`src/hw/rtl/rcia_pkg.sv`:
```
// Shared types, codes and constants of the reference-counted identifier allocator.
`default_nettype none

package rcia_pkg;

    localparam int unsigned ID_W        = 8;
    localparam int unsigned NUM_IDS     = 1 << ID_W;
    localparam int unsigned OP_W        = 3;
    localparam int unsigned STATUS_W    = 3;
    localparam int unsigned COUNT_OUT_W = 16;
    localparam int unsigned GRP_W       = 4;
    localparam int unsigned GRP_SIZE    = 1 << GRP_W;
    localparam int unsigned GSEL_W      = ID_W - GRP_W;
    localparam int unsigned NUM_GRPS    = 1 << GSEL_W;

    localparam logic [ID_W-1:0] NO_IDENT = '1;

    localparam int unsigned DEF_ID_LIMIT   = 255;
    localparam int unsigned DEF_COUNT_BITS = 16;

    typedef enum logic [OP_W-1:0] {
        OP_ALLOC  = 3'd0,
        OP_ADD    = 3'd1,
        OP_DROP   = 3'd2,
        OP_QUERY  = 3'd3,
        OP_CLEAR  = 3'd4,
        OP_INIT   = 3'd5,
        OP_UNINIT = 3'd6
    } t_op;

    typedef enum logic [STATUS_W-1:0] {
        STAT_OK        = 3'd0,
        STAT_NOT_INIT  = 3'd1,
        STAT_ALREADY   = 3'd2,
        STAT_NOT_FOUND = 3'd3,
        STAT_EXHAUSTED = 3'd4,
        STAT_SATURATED = 3'd5
    } t_status;

    typedef enum logic {
        ST_IDLE = 1'b0,
        ST_EXEC = 1'b1
    } t_state;

    // Lowest identifier on the freed set, as seen by the allocation step.
    typedef struct packed {
        logic            found;
        logic [ID_W-1:0] idx;
    } t_free_pick;

endpackage

`default_nettype wire

```
`src/hw/rtl/rcia_lowfree.sv`:
```
// Two-level priority encoder that finds the lowest identifier on the freed set.
`default_nettype none

module rcia_lowfree (
    input  logic                           i_clk,
    input  logic                           i_rst_n,
    input  logic [rcia_pkg::NUM_IDS-1:0]   i_freed,
    output rcia_pkg::t_free_pick           o_pick
);
    import rcia_pkg::*;

    logic [NUM_GRPS-1:0] r_grp_any;
    logic [NUM_GRPS-1:0] n_grp_any;
    logic [GRP_W-1:0]    r_grp_low [NUM_GRPS];
    logic [GRP_W-1:0]    n_grp_low [NUM_GRPS];

    // First level: per group of sixteen, a nonempty flag and the lowest set bit.
    always_comb begin
        for (int g = 0; g < NUM_GRPS; g++) begin
            n_grp_any[g] = |i_freed[g*GRP_SIZE +: GRP_SIZE];
            n_grp_low[g] = '0;
            for (int b = GRP_SIZE - 1; b >= 0; b--) begin
                if (i_freed[g*GRP_SIZE + b]) begin
                    n_grp_low[g] = GRP_W'(b);
                end
            end
        end
    end

    always_ff @(posedge i_clk) begin
        if (!i_rst_n) begin
            r_grp_any <= '0;
        end else begin
            r_grp_any <= n_grp_any;
        end
    end

    always_ff @(posedge i_clk) begin
        for (int g = 0; g < NUM_GRPS; g++) begin
            r_grp_low[g] <= n_grp_low[g];
        end
    end

    // Second level: the lowest nonempty group supplies the upper index bits.
    always_comb begin
        o_pick.found = |r_grp_any;
        o_pick.idx   = '0;
        for (int g = NUM_GRPS - 1; g >= 0; g--) begin
            if (r_grp_any[g]) begin
                o_pick.idx = {GSEL_W'(g), r_grp_low[g]};
            end
        end
    end

endmodule

`default_nettype wire
```
`config.mk`:
```
export PLATFORM = sky130hd
export DESIGN_NAME = rcia_lowfree
export DESIGN_NICKNAME = d
export VERILOG_FILES = /design/src/hw/rtl/rcia_pkg.sv /design/src/hw/rtl/rcia_lowfree.sv
export SDC_FILE = /design/constraint.sdc
export NUM_CORES = 1
export LEC_CHECK = 0
export BUFFER_PORTS_ARGS = -buffer_cell sky130_fd_sc_hd__buf_2
export CAP_MARGIN = 20
export CORE_ASPECT_RATIO = 0.5
export CORE_MARGIN = 1
export CORE_UTILIZATION = 45
export CTS_CLUSTER_DIAMETER = 120
export DETAILED_ROUTE_END_ITERATION = 8
export PLACE_DENSITY = 0.76
export SLEW_MARGIN = 40
export SYNTH_ARGS = -nofsm -noshare
export SYNTH_HDL_FRONTEND = slang
export SYNTH_SLANG_ARGS = --single-unit
export TNS_END_PERCENT = 10
```
`constraint.sdc`:
```
create_clock -name i_clk -period 3.4 [get_ports i_clk]
set_input_delay 0.17 -clock i_clk [delete_from_list [all_inputs] [get_ports i_clk]]
set_output_delay 0.17 -clock i_clk [all_outputs]
set_load 0.02 [all_outputs]
```
# Word-level counts from Yosys, hierarchy flattened
# Memory sizes are Yosys's and may differ from the RTL's.
# Index checks and enable logic that the tools add are counted.
dict set report word_totals {
  wordCells 291
  memories 1
  inputBits 258
  ramBits 64
  output_inout_bits 9
  regBits 16
}
# memory words word_bits read_ports rd_ports_with_merged_regs wr line
set mem_list {}
lappend mem_list {r_grp_low 16 4 16 0 16 rcia_lowfree.sv:14} ;# logic [GRP_W-1:0] r_grp_low [NUM_GRPS];
dict set report classes {
  n_reduce_logical 17
  n_mux 272
}
# op n
set op_table {}
lappend op_table {{two-way mux 4 bit} 256}
lappend op_table {{OR reduction 16 bit} 17}
lappend op_table {{two-way mux 8 bit} 16}

# Depth between registers and ports, before layout
# Gate-level depths: netlist of run 1.
dict set report depth {
  depth_word 16
  mapped_depth 6
  depth_no_buf 5
}

# Worst setup path after synthesis of run 1
# Ideal clock, no wire load.
dict set report synth_timing {
  path_type {reg2out}
  from {reg r_grp_any[10]}
  to {out o_pick[1] (netlist bit)}
  setup_slack_ns 1.701
  stages_incl_launch_ff 6
  required_ns 3.230
  arrival_time_ns 1.529
  path_buffers 0
  cell_sequence {dfxtp_1 > nor2_1 > o221ai_1 > o21ai_0 > a31oi_1 > a211oi_1}
}
# item line
set synth_rtl {}
lappend synth_rtl {{from (decl)} rcia_lowfree.sv:12} ;# logic [NUM_GRPS-1:0] r_grp_any;
lappend synth_rtl {{from (signal assigned)} rcia_lowfree.sv:34} ;# r_grp_any <= n_grp_any;
lappend synth_rtl {{to (decl)} rcia_lowfree.sv:8} ;# output rcia_pkg::t_free_pick o_pick

==> results of run 1 <==
-- final cells by class --
type,count,area [um2],area share (%)
Timing Repair Buffer,266,1330,19.5
Inverter,57,214,3.14
Sequential cell,80,1600,23.5
Clock buffer,11,253,3.71
Clock inverter,5,103,1.50
Tap cell,140,175,2.57
Multi-Input combinational cell,528,3140,46.1
-- kinds of logic after synthesis --
logic type	count (synthesis)	share of synthesized area, %
compound gates	250	35.1
buf+inv	61	4.77
flops	80	32.1
simple gates	278	28.0
-- worst paths after layout --
path	from	endpoint	slack, ps	cells past startpoint
worst max-delay path	r_grp_any[10]	o_pick[1]	1030	6
worst min-delay path	i_freed[32]	r_grp_low[0][9]	20	2
-- state kept, by name, summed over array words and instances, names as in the netlist --
signal     cells
r_grp_any     16
r_grp_low     64
-- layout by cell type (no fill, tap or decap), types with 3 or more instances in the layout --
| cell type | count |
|---|---|
| sky130_fd_sc_hd__a21oi_1 | 79 |
| sky130_fd_sc_hd__a221oi_1 | 8 |
| sky130_fd_sc_hd__nor3_1 | 35 |
| sky130_fd_sc_hd__bufinv_16 | 3 |
| sky130_fd_sc_hd__a211oi_1 | 34 |
| sky130_fd_sc_hd__o31a_1 | 32 |
| sky130_fd_sc_hd__nor2_1 | 88 |
| sky130_fd_sc_hd__o21ai_0 | 5 |
| sky130_fd_sc_hd__o31ai_1 | 16 |
| sky130_fd_sc_hd__or2_2 | 4 |
| sky130_fd_sc_hd__clkbuf_16 | 9 |
| sky130_fd_sc_hd__nor4_1 | 65 |
| sky130_fd_sc_hd__inv_1 | 57 |
| sky130_fd_sc_hd__o21a_1 | 16 |
| sky130_fd_sc_hd__o21bai_1 | 17 |
| sky130_fd_sc_hd__nor2b_1 | 8 |
| sky130_fd_sc_hd__dfxtp_1 | 80 |
| sky130_fd_sc_hd__a22oi_1 | 4 |
| sky130_fd_sc_hd__a31oi_1 | 3 |
| sky130_fd_sc_hd__nand2_1 | 37 |
| sky130_fd_sc_hd__nand3_1 | 3 |
| sky130_fd_sc_hd__a21boi_0 | 15 |
| sky130_fd_sc_hd__nand2b_1 | 34 |
| sky130_fd_sc_hd__buf_2 | 266 |
| sky130_fd_sc_hd__o221ai_1 | 8 |
-- power breakdown --
group	switching [mW]	leakage [nW]	internal (mW)	total, mW
Combinational	0.255	2.15	0.229	0.484
Clock	0.359	0.172	0.755	1.11
Sequential	0.0307	0.661	0.980	1.01
-- critical path: stages (launching register included) --
cell and delay (ps):
sky130_fd_sc_hd__dfxtp_1 390, sky130_fd_sc_hd__nor2_1 290, sky130_fd_sc_hd__o221ai_1 220, sky130_fd_sc_hd__o21ai_0 360
sky130_fd_sc_hd__a31oi_1 150, sky130_fd_sc_hd__a211oi_1 240, sky130_fd_sc_hd__buf_2 210
-- per-stage QoR --
stage	setup slack [ps]	hold slack (ps)
after floorplan	1700	246
after global placement	1590	366
after detailed placement	1570	368
after CTS	1180	14.5
after global routing	898	23.6
final	1030	24.6
-- routing by layer --
layer | GRT usage (%) | share of wire [%] | vias up
met3 | 5.81 | 6.9 | 19
li1 | - | - | 3094
met1 | 31.3 | 45 | 2728
met4 | 5.60 | 1.1 | 0
met2 | 42.5 | 47 | 200
met5 | 0 | 0 | -
==> impl_metrics.prom, run 1 <==
# TYPE chip_impl_metric gauge
chip_impl_metric{name="route.antenna.remaining_nets",unit=""} 0
chip_impl_info{name="worstSetupStartpointType",value="flip-flop"} 1
chip_impl_metric{name="floorplan.io_pins",unit=""} 267
chip_impl_metric{name="number_of_global_route_vias_before_repair",unit=""} 5362
chip_impl_metric{name="synthToLayoutAreaGrowth",unit="%"} 36.9
chip_impl_metric{name="worst_slew_pin_slew",unit="ps"} 562
chip_impl_metric{name="cell_count_final_fillers_out",unit=""} 1087
chip_impl_info{name="cp_endpoint_kind",value="output pin"} 1
chip_impl_metric{name="violation_count_after_the_first_detailed_route_iteration",unit=""} 318
chip_impl_metric{name="timing.setup.tns",unit="ps"} 0
chip_impl_info{name="crit_type",value="flip-flop to output pin"} 1
chip_impl_metric{name="ys.warnings.count",unit=""} 0
chip_impl_metric{name="synthesis.instances",unit=""} 669
chip_impl_metric{name="place.port_buffers",unit=""} 266
chip_impl_metric{name="postCtsHoldBufs",unit=""} 0
chip_impl_metric{name="fp.dieArea",unit="um2"} 11500
chip_impl_metric{name="finalCriticalPeriod",unit="ps"} 2370
chip_impl_metric{name="setup-violations-final",unit=""} 0
chip_impl_info{name="worst_hold_path_type",value="input port to flip-flop"} 1
chip_impl_metric{name="worst_slew_margin_rel",unit="%"} 62.2
chip_impl_metric{name="yosys_register_bits",unit=""} 80
chip_impl_metric{name="synth_enable_flop_cells",unit=""} 0
chip_impl_metric{name="syn-cell-area",unit="um2"} 4980
chip_impl_metric{name="stdcell_area",unit="um2"} 6820
chip_impl_metric{name="yosysTopAreaCellShare",unit="%"} 32.1
chip_impl_metric{name="final_max_slew_viol_count",unit=""} 0
chip_impl_metric{name="power.leakage",unit="nW"} 2.98
chip_impl_metric{name="cp_max_fo",unit=""} 7
chip_impl_metric{name="vdd_drop_max",unit="uV"} 274
chip_impl_info{name="commonest_register_cell_after_synthesis",value="sky130_fd_sc_hd__dfxtp_1"} 1
chip_impl_info{name="post-synth-top-area-cell",value="sky130_fd_sc_hd__dfxtp_1"} 1
chip_impl_metric{name="post_synth_num_cell_types",unit=""} 36
chip_impl_info{name="synth_top_cells_by_count",value="sky130_fd_sc_hd__nor2_1, sky130_fd_sc_hd__dfxtp_1, sky130_fd_sc_hd__a21oi_1"} 1
chip_impl_metric{name="grt_max_degree",unit=""} 17
chip_impl_metric{name="placeableCoreArea",unit="um2"} 10500
chip_impl_metric{name="detail_route.wirelength",unit="um"} 14700
chip_impl_metric{name="die_x",unit="um"} 151
chip_impl_metric{name="number_of_buffers_added_by_the_clock_tree_synthesis_step",unit=""} 9
chip_impl_info{name="most_frequent_cell_after_synthesis",value="sky130_fd_sc_hd__nor2_1"} 1
chip_impl_metric{name="finalPower",unit="mW"} 2.61
chip_impl_metric{name="max_cap_viol_count",unit=""} 0
chip_impl_metric{name="hpwl",unit="um"} 12000
chip_impl_info{name="rsz_0062_raised_after_global_routing",value="no"} 1
chip_impl_metric{name="crit_path_dat",unit="ps"} 2200
chip_impl_metric{name="die_outline_height",unit="um"} 76.4
chip_impl_metric{name="initial_core_utilization",unit="%"} 47.6
chip_impl_metric{name="power_per_cell_area",unit="nW/um2"} 382
chip_impl_metric{name="clk_pin_slew_worst_paths",unit="ps"} 60
chip_impl_metric{name="crit_required",unit="ps"} 3230
chip_impl_metric{name="post-place-cells",unit=""} 1071
chip_impl_metric{name="core.rowCount",unit=""} 26
chip_impl_metric{name="fraction_of_the_yosys_area_taken_by_sequential_cells",unit="%"} 32.1
chip_impl_metric{name="finish.utilization",unit="%"} 65.1
chip_impl_metric{name="post_route_cells_drive_above_1_share",unit="%"} 30.7
chip_impl_info{name="run_status",value="finished, final reports clean"} 1
chip_impl_metric{name="gr-usage-all-layers",unit="%"} 24.8
chip_impl_metric{name="drt_drc_violations_left",unit=""} 0
chip_impl_info{name="ctsRootBufferMaster",value="sky130_fd_sc_hd__clkbuf_16"} 1
chip_impl_metric{name="synth-async-reset-ratio",unit="%"} 0
chip_impl_metric{name="design.final.nets",unit=""} 1200
chip_impl_metric{name="synth.net_count",unit=""} 927
chip_impl_metric{name="post-route-period-util",unit="%"} 69.7
chip_impl_metric{name="num-fill-cells",unit=""} 929
chip_impl_metric{name="clock_tree_buffer_depth",unit=""} 2
chip_impl_metric{name="max_freq",unit="MHz"} 422
chip_impl_metric{name="cts.sink_count",unit=""} 80
chip_impl_metric{name="cts.htree.levels",unit=""} 3
chip_impl_info{name="post_synth_main_area_contributors",value="sky130_fd_sc_hd__dfxtp_1, sky130_fd_sc_hd__nor4_1, sky130_fd_sc_hd__a21oi_1"} 1
chip_impl_metric{name="grt_first_pass_wirelength",unit="um"} 23200
chip_impl_metric{name="number_of_antenna_violations_at_the_first_check_in_global_routing",unit=""} 0
chip_impl_metric{name="global_route.overflow_total",unit=""} 0
chip_impl_metric{name="antenna_cells_inserted",unit=""} 0
chip_impl_metric{name="routed_via_density",unit=""} 5.56
chip_impl_metric{name="vias",unit=""} 6041
chip_impl_metric{name="cts_setup_buffers",unit=""} 0
chip_impl_metric{name="placedInstanceArea",unit="um2"} 6460
chip_impl_info{name="cts_tree",value="built"} 1
chip_impl_metric{name="post_drt_wl_per_cell",unit="um"} 13.5
chip_impl_metric{name="gp_congestion",unit=""} 0.947
chip_impl_metric{name="post_cts_resized",unit=""} 0
chip_impl_metric{name="syn_area_per_cell",unit="um2"} 7.45
chip_impl_metric{name="final-hold-violation-count",unit=""} 0
chip_impl_metric{name="first_pass_iters",unit=""} 5
No activity file was read; power rests on OpenSTA's default activity.
==> run 2, diff against run 1 <==
Clock period 3.4 ns to 2.2 ns, I/O delays scaled along.
==> run 2 against run 1 <==
  * Non-clock buffer count rose by 32
  * Clock power rose by 41%
  * Setup slack worse by 950 ps
  * Combinational power up 66%
  * Worst hold slack gained 1.4 ps
  * Cell count grew 2.9%
  * Flip-flop and latch count stayed put
  * Utilization up 3.2 points
  * Critical path type unchanged
==> impl_metrics.prom, run 2 (synthesized netlist as in run 1, its figures left out) <==
# TYPE chip_impl_metric gauge
chip_impl_info{name="run_status",value="finished, final reports clean"} 1
chip_impl_metric{name="vias",unit=""} 6141
chip_impl_metric{name="detail_route.wirelength",unit="um"} 14800
chip_impl_metric{name="number_of_global_route_vias_before_repair",unit=""} 5592
chip_impl_metric{name="internal_power",unit="mW"} 2.91
chip_impl_metric{name="power_per_cell_area",unit="nW/um2"} 549
chip_impl_info{name="crit_chain",value="or2_2, a221oi_4, o311ai_1, a21oi_1, o21ai_1, buf_2"} 1
chip_impl_metric{name="clk_pin_slew_worst_paths",unit="ps"} 60
chip_impl_metric{name="routed_via_density",unit=""} 5.49
chip_impl_info{name="regMostFlops",value="r_grp_low"} 1
chip_impl_metric{name="whs",unit="ps"} 25.9
chip_impl_metric{name="synthToLayoutAreaGrowth",unit="%"} 43.7
chip_impl_metric{name="global_route.overflow_total",unit=""} 0
chip_impl_info{name="worst_hold_path_type",value="input port to flip-flop"} 1
chip_impl_metric{name="post_route_cells_drive_above_1_share",unit="%"} 30.6
chip_impl_metric{name="finish.utilization",unit="%"} 68.3
chip_impl_metric{name="placeableCoreArea",unit="um2"} 10500
chip_impl_metric{name="number_of_antenna_violations_at_the_first_check_in_global_routing",unit=""} 0
chip_impl_metric{name="crit_required",unit="ps"} 2090
chip_impl_metric{name="final_worst_slack",unit="ps"} 78.4
chip_impl_metric{name="post_drt_wl_per_cell",unit="um"} 13.2
chip_impl_metric{name="combPwrFrac",unit="%"} 20.4
chip_impl_metric{name="number_of_buffers_added_by_the_clock_tree_synthesis_step",unit=""} 9
chip_impl_metric{name="place.port_buffers",unit=""} 266
chip_impl_metric{name="cts.htree.levels",unit=""} 3
chip_impl_metric{name="num-fill-cells",unit=""} 914
chip_impl_metric{name="crit_path_dat",unit="ps"} 2010
chip_impl_metric{name="finalPower",unit="mW"} 3.93
chip_impl_metric{name="met3_routed_wl",unit="um"} 726
chip_impl_info{name="commonest_non_fill_non_tap_cells_in_the_layout",value="sky130_fd_sc_hd__buf_2, sky130_fd_sc_hd__nor2_1, sky130_fd_sc_hd__a21oi_1"} 1
chip_impl_metric{name="cts.sink_count",unit=""} 80
chip_impl_metric{name="die_outline_height",unit="um"} 76.4
chip_impl_metric{name="grt_max_degree",unit=""} 17
chip_impl_metric{name="die_x",unit="um"} 151
chip_impl_metric{name="clock_tree_buffer_depth",unit=""} 2
chip_impl_metric{name="finalCriticalPeriod",unit="ps"} 2120
chip_impl_metric{name="fp.dieArea",unit="um2"} 11500
chip_impl_metric{name="stdcell_area",unit="um2"} 7160
chip_impl_info{name="ctsRootBufferMaster",value="sky130_fd_sc_hd__clkbuf_16"} 1
chip_impl_metric{name="violation_count_after_the_first_detailed_route_iteration",unit=""} 320
chip_impl_metric{name="hpwl",unit="um"} 11900
chip_impl_info{name="crit_type",value="flip-flop to output pin"} 1
chip_impl_metric{name="grt_first_pass_wirelength",unit="um"} 24100
chip_impl_metric{name="max_cap_viol_count",unit=""} 0
chip_impl_metric{name="placedInstanceArea",unit="um2"} 6460
chip_impl_info{name="mostFrequentLayoutCell",value="sky130_fd_sc_hd__buf_2"} 1
chip_impl_metric{name="gp_congestion",unit=""} 0.859
chip_impl_metric{name="antenna_cells_inserted",unit=""} 0
chip_impl_metric{name="largest_register_ff_count",unit=""} 64
chip_impl_info{name="top_layer",value="met4"} 1
chip_impl_metric{name="worst_slew_pin_slew",unit="ps"} 504
chip_impl_metric{name="design.final.nets",unit=""} 1232
chip_impl_metric{name="power.leakage",unit="nW"} 3.13
chip_impl_metric{name="power.switching_fraction",unit="%"} 26.0
chip_impl_metric{name="setup-violations-final",unit=""} 0
chip_impl_info{name="worstSetupStartpointType",value="flip-flop"} 1
chip_impl_metric{name="worst_slew_margin_rel",unit="%"} 66.1
chip_impl_metric{name="vdd_drop_max",unit="uV"} 324
chip_impl_metric{name="initial_core_utilization",unit="%"} 47.6
chip_impl_metric{name="route.met2.wl",unit="um"} 6890
chip_impl_metric{name="core.rowCount",unit=""} 26
chip_impl_metric{name="hold_path_stages",unit=""} 2
chip_impl_metric{name="route.antenna.remaining_nets",unit=""} 0
chip_impl_info{name="cpMaxStageDelayCell",value="sky130_fd_sc_hd__or2_2"} 1
chip_impl_metric{name="critical_path.n_buffers_inverters",unit=""} 1
chip_impl_info{name="critical-path-top-delay-family",value="compound AO/OA/AOI/OAI gates"} 1
chip_impl_metric{name="slowest_delay",unit="ps"} 360
chip_impl_info{name="rsz_0062_raised_after_global_routing",value="yes"} 1
chip_impl_metric{name="met1Wirelength",unit="um"} 6970
chip_impl_metric{name="final-hold-violation-count",unit=""} 0
chip_impl_metric{name="depth_of_the_critical_timing_path_with_buffers_and_inverters_included",unit=""} 6
chip_impl_metric{name="clockPowerShare",unit="%"} 39.9
chip_impl_metric{name="post-route-period-util",unit="%"} 96.4
chip_impl_info{name="cts_tree",value="built"} 1
chip_impl_metric{name="cp_max_fo",unit=""} 6
chip_impl_metric{name="final_max_slew_viol_count",unit=""} 0
chip_impl_metric{name="seq_power_share",unit="%"} 39.7
chip_impl_metric{name="max_freq",unit="MHz"} 471
chip_impl_info{name="top_regs",value="r_grp_low x64, r_grp_any x16"} 1
chip_impl_info{name="cp_endpoint_kind",value="output pin"} 1
chip_impl_metric{name="p_switching",unit="mW"} 1.02
chip_impl_metric{name="place_ws",unit="ps"} 290
chip_impl_metric{name="first_pass_iters",unit=""} 5
chip_impl_metric{name="floorplan.io_pins",unit=""} 267
chip_impl_metric{name="drt_drc_violations_left",unit=""} 0
chip_impl_metric{name="gr-usage-all-layers",unit="%"} 25.6
-- run 2: cell type report --
cell class | count | area (um2) | area share [%]
Clock buffer | 10 | 229 | 3.20
Sequential cell | 80 | 1610 | 22.4
Tap cell | 140 | 175 | 2.45
Multi-Input combinational cell | 528 | 3190 | 44.5
Timing Repair Buffer | 298 | 1650 | 23.1
Clock inverter | 6 | 92.6 | 1.29
Inverter | 57 | 214 | 2.99
-- run 2: per-stage QoR --
step	TNS (ps)	cells
after floorplan	0	669
after global placement	0	1071
after detailed placement	0	1071
after CTS	-19.5	1119
after global routing	-6.80	1119
final	0	1119
-- run 2: routing by layer --
metal	vias to the layer above	track usage, %
li1	3162	-
met1	2800	33.4
met2	161	42.7
met3	18	4.79
met4	0	7.70
met5	-	0
-- run 2: path summary, 6_finish.rpt --
path               end          from  slack, ps
min   r_grp_low[0][24]   i_freed[99]         30
max          o_pick[2]  r_grp_any[7]         80
-- run 2: power by group through the flow --
stage	Sequential, mW	Clock (mW)	Combinational, mW
2_1_floorplan	1.57	0	0.321
6_report	1.56	1.57	0.803
5_1_grt	1.56	1.67	0.898
4_1_cts	1.55	1.60	0.790
3_5_place_dp	1.58	0	0.740
3_3_place_gp	1.58	0	0.725
-- run 2: timing repair --
action / 4_1_cts / 5_1_grt
gates resized for setup: 2 / 13
pin swaps: 0 / 1
setup buffers: 0 / 0
setup endpoints to repair: 3 / 5
hold buffers: 32 / 0
endpoints found under the hold margin: 16 / 0
cloned: 0 / 0
==> run 3, diff against run 2 <==
Settings changed: CELL_PAD_IN_SITES_DETAIL_PLACEMENT set to 1, CELL_PAD_IN_SITES_GLOBAL_PLACEMENT set to 2, CORE_UTILIZATION 45 to 23.
==> run 3 against run 2 <==
  * Combinational power is 3.0% higher
  * Non-clock buffer count is 5 lower
  * Die area is 93% higher
  * Setup slack worse by 17 ps
  * Clock power is 3% lower
  * Cell count is 13% higher
  * Design area is 2.0% higher
  * Critical path depth stayed put
  * Sequential power hardly changed
  * Flip-flop and latch count stayed put
  * Count of clock-buffer cells in the layout is 1 higher
  * Largest power group is now sequential cells
  * Critical endpoint is now o_pick[0]
  * Critical path type unchanged
==> impl_metrics.prom, run 3 (synthesized netlist as in run 1, its figures left out) <==
# TYPE chip_impl_metric gauge
chip_impl_metric{name="final_max_slew_viol_count",unit=""} 0
chip_impl_metric{name="number_of_global_route_vias_before_repair",unit=""} 6490
chip_impl_metric{name="vias",unit=""} 6154
chip_impl_metric{name="violation_count_after_the_first_detailed_route_iteration",unit=""} 218
chip_impl_metric{name="gr-usage-all-layers",unit="%"} 17.1
chip_impl_metric{name="slowest_delay",unit="ps"} 370
chip_impl_info{name="regMostFlops",value="r_grp_low"} 1
chip_impl_info{name="crit_type",value="flip-flop to output pin"} 1
chip_impl_metric{name="final_worst_slack",unit="ps"} 61.7
chip_impl_metric{name="worst_slew_margin_rel",unit="%"} 58.2
chip_impl_info{name="rsz_0062_raised_after_global_routing",value="yes"} 1
chip_impl_metric{name="grt_max_degree",unit=""} 17
chip_impl_metric{name="hold_path_stages",unit=""} 2
chip_impl_metric{name="crit_path_dat",unit="ps"} 2030
chip_impl_metric{name="finalCriticalPeriod",unit="ps"} 2140
chip_impl_metric{name="final-hold-violation-count",unit=""} 0
chip_impl_metric{name="post-route-period-util",unit="%"} 97.2
chip_impl_info{name="cpMaxStageDelayCell",value="sky130_fd_sc_hd__or2_2"} 1
chip_impl_info{name="commonest_non_fill_non_tap_cells_in_the_layout",value="sky130_fd_sc_hd__buf_2, sky130_fd_sc_hd__nor2_1, sky130_fd_sc_hd__dfxtp_1"} 1
chip_impl_metric{name="gp_congestion",unit=""} 0.799
chip_impl_metric{name="die_outline_height",unit="um"} 106
chip_impl_metric{name="core.rowCount",unit=""} 37
chip_impl_metric{name="power.leakage",unit="nW"} 3.10
chip_impl_metric{name="max_freq",unit="MHz"} 468
chip_impl_metric{name="number_of_antenna_violations_at_the_first_check_in_global_routing",unit=""} 0
chip_impl_metric{name="place.port_buffers",unit=""} 266
chip_impl_metric{name="route.antenna.remaining_nets",unit=""} 0
chip_impl_metric{name="die_x",unit="um"} 210
chip_impl_info{name="critical-path-top-delay-family",value="compound AO/OA/AOI/OAI gates"} 1
chip_impl_metric{name="hpwl",unit="um"} 16600
chip_impl_metric{name="clk_pin_slew_worst_paths",unit="ps"} 60
chip_impl_info{name="cts_tree",value="built"} 1
chip_impl_metric{name="max_cap_viol_count",unit=""} 0
chip_impl_metric{name="number_of_buffers_added_by_the_clock_tree_synthesis_step",unit=""} 9
chip_impl_metric{name="power_per_cell_area",unit="nW/um2"} 536
chip_impl_metric{name="drt_drc_violations_left",unit=""} 0
chip_impl_metric{name="cts.htree.levels",unit=""} 3
chip_impl_info{name="top_regs",value="r_grp_low x64, r_grp_any x16"} 1
chip_impl_metric{name="synthToLayoutAreaGrowth",unit="%"} 46.5
chip_impl_metric{name="routed_via_density",unit=""} 4.86
chip_impl_metric{name="place_ws",unit="ps"} 301
chip_impl_info{name="ctsRootBufferMaster",value="sky130_fd_sc_hd__clkbuf_16"} 1
chip_impl_metric{name="floorplan.io_pins",unit=""} 267
chip_impl_metric{name="post_route_cells_drive_above_1_share",unit="%"} 31.2
chip_impl_info{name="min_to",value="r_grp_low[0][13]"} 1
chip_impl_metric{name="critical_path.n_buffers_inverters",unit=""} 1
chip_impl_info{name="crit_chain",value="or2_2, a221oi_1, o311ai_1, a21oi_2, o21ai_1, buf_2"} 1
chip_impl_metric{name="global_route.overflow_total",unit=""} 0
chip_impl_metric{name="cts_setup_buffers",unit=""} 0
chip_impl_metric{name="whs",unit="ps"} 5.84
chip_impl_info{name="worst_hold_path_type",value="input port to flip-flop"} 1
chip_impl_metric{name="clock_tree_buffer_depth",unit=""} 2
chip_impl_metric{name="largest_register_ff_count",unit=""} 64
chip_impl_metric{name="grt_first_pass_wirelength",unit="um"} 31100
chip_impl_metric{name="detail_route.wirelength",unit="um"} 19500
chip_impl_metric{name="design.final.nets",unit=""} 1227
chip_impl_info{name="worstSetupStartpointType",value="flip-flop"} 1
chip_impl_metric{name="first_pass_iters",unit=""} 4
chip_impl_metric{name="worst_slew_pin_slew",unit="ps"} 621
chip_impl_metric{name="fp.dieArea",unit="um2"} 22300
chip_impl_info{name="timing.hold.worst.start",value="i_freed[49]"} 1
chip_impl_metric{name="cp_max_fo",unit=""} 7
chip_impl_metric{name="vdd_drop_max",unit="uV"} 333
chip_impl_metric{name="post_drt_wl_per_cell",unit="um"} 15.4
chip_impl_info{name="cp_endpoint_kind",value="output pin"} 1
chip_impl_metric{name="initial_core_utilization",unit="%"} 23.9
chip_impl_metric{name="cts.sink_count",unit=""} 80
chip_impl_metric{name="placeableCoreArea",unit="um2"} 20900
chip_impl_metric{name="crit_required",unit="ps"} 2090
chip_impl_metric{name="antenna_cells_inserted",unit=""} 0
chip_impl_metric{name="setup-violations-final",unit=""} 0
chip_impl_info{name="mostFrequentLayoutCell",value="sky130_fd_sc_hd__buf_2"} 1
chip_impl_info{name="run_status",value="finished, final reports clean"} 1
==> run 3: cell types whose count changed in the layout (fill, tap and decap cells not counted), sizes merged <==
| cell | change |
|---|---|
| clkbuf | +1 |
| inv | +1 |
| buf | +2 |
| clkinv | -1 |
| bufinv | -1 |
| dlygate4sd3 | -7 |
==> run 3: timing repair <==
item | in CTS | in global routing
resized for setup | 2 | 14
pin swaps | 0 | 1
endpoints found under the hold margin | 16 | 0
setup endpoints to repair | 2 | 4
hold buffers | 25 | 0
==> run 3: per-stage QoR <==
| step | instances | setup TNS [ps] | power [mW] | cell area, um2 | util (%) |
|---|---|---|---|---|---|
| floorplan | 669 | 0 | 1.89 | 4980 | - |
| global placement | 1225 | 0 | 2.35 | 6670 | 31.9 |
| detailed placement | 1225 | 0 | 2.37 | 6670 | 31.9 |
| CTS | 1266 | 0 | 3.94 | 7240 | 34.7 |
| global route | 1266 | -5.96 | 4.13 | 7300 | 35.0 |
| finish | 1266 | 0 | 3.91 | 7300 | 35.0 |
==> run 3: cell type report <==
cell class | instances | area (um2)
clock buffer | 11 | 253
clock inverter | 5 | 62.6
inverter | 57 | 214
sequential | 80 | 1600
multi-input combinational | 528 | 3210
tap | 292 | 365
timing repair buffer | 293 | 1600
fill | 2624 | 13600
==> run 3: how the worst max path moves through the flow <==
stage / from / to / slack (ps) / depth (start not counted)
floorplan: r_grp_any[10] / o_pick[1] / 560 / 5
global placement: r_grp_any[10] / o_pick[3] / 330 / 6
detailed placement: r_grp_any[10] / o_pick[3] / 300 / 6
CTS: r_grp_any[8] / o_pick[2] / 4 / 6
global route: r_grp_any[14] / o_pick[4] / -6 / 6
finish: r_grp_any[12] / o_pick[0] / 60 / 6
==> run 3: layer usage <==
metal | vias up | share of wire, % | global-route usage [%]
met5 | - | 0 | 0
met4 | 0 | 1.2 | 3.86
met3 | 13 | 2.9 | 2.54
met2 | 96 | 48 | 30.4
met1 | 2918 | 47 | 21.7
li1 | 3127 | - | -
==> run 3: power by group <==
group / leakage [nW] / switching (mW) / internal (mW)
clock network: 0.149 / 0.579 / 0.948
logic: 2.29 / 0.436 / 0.390
registers: 0.661 / 0.0476 / 1.51
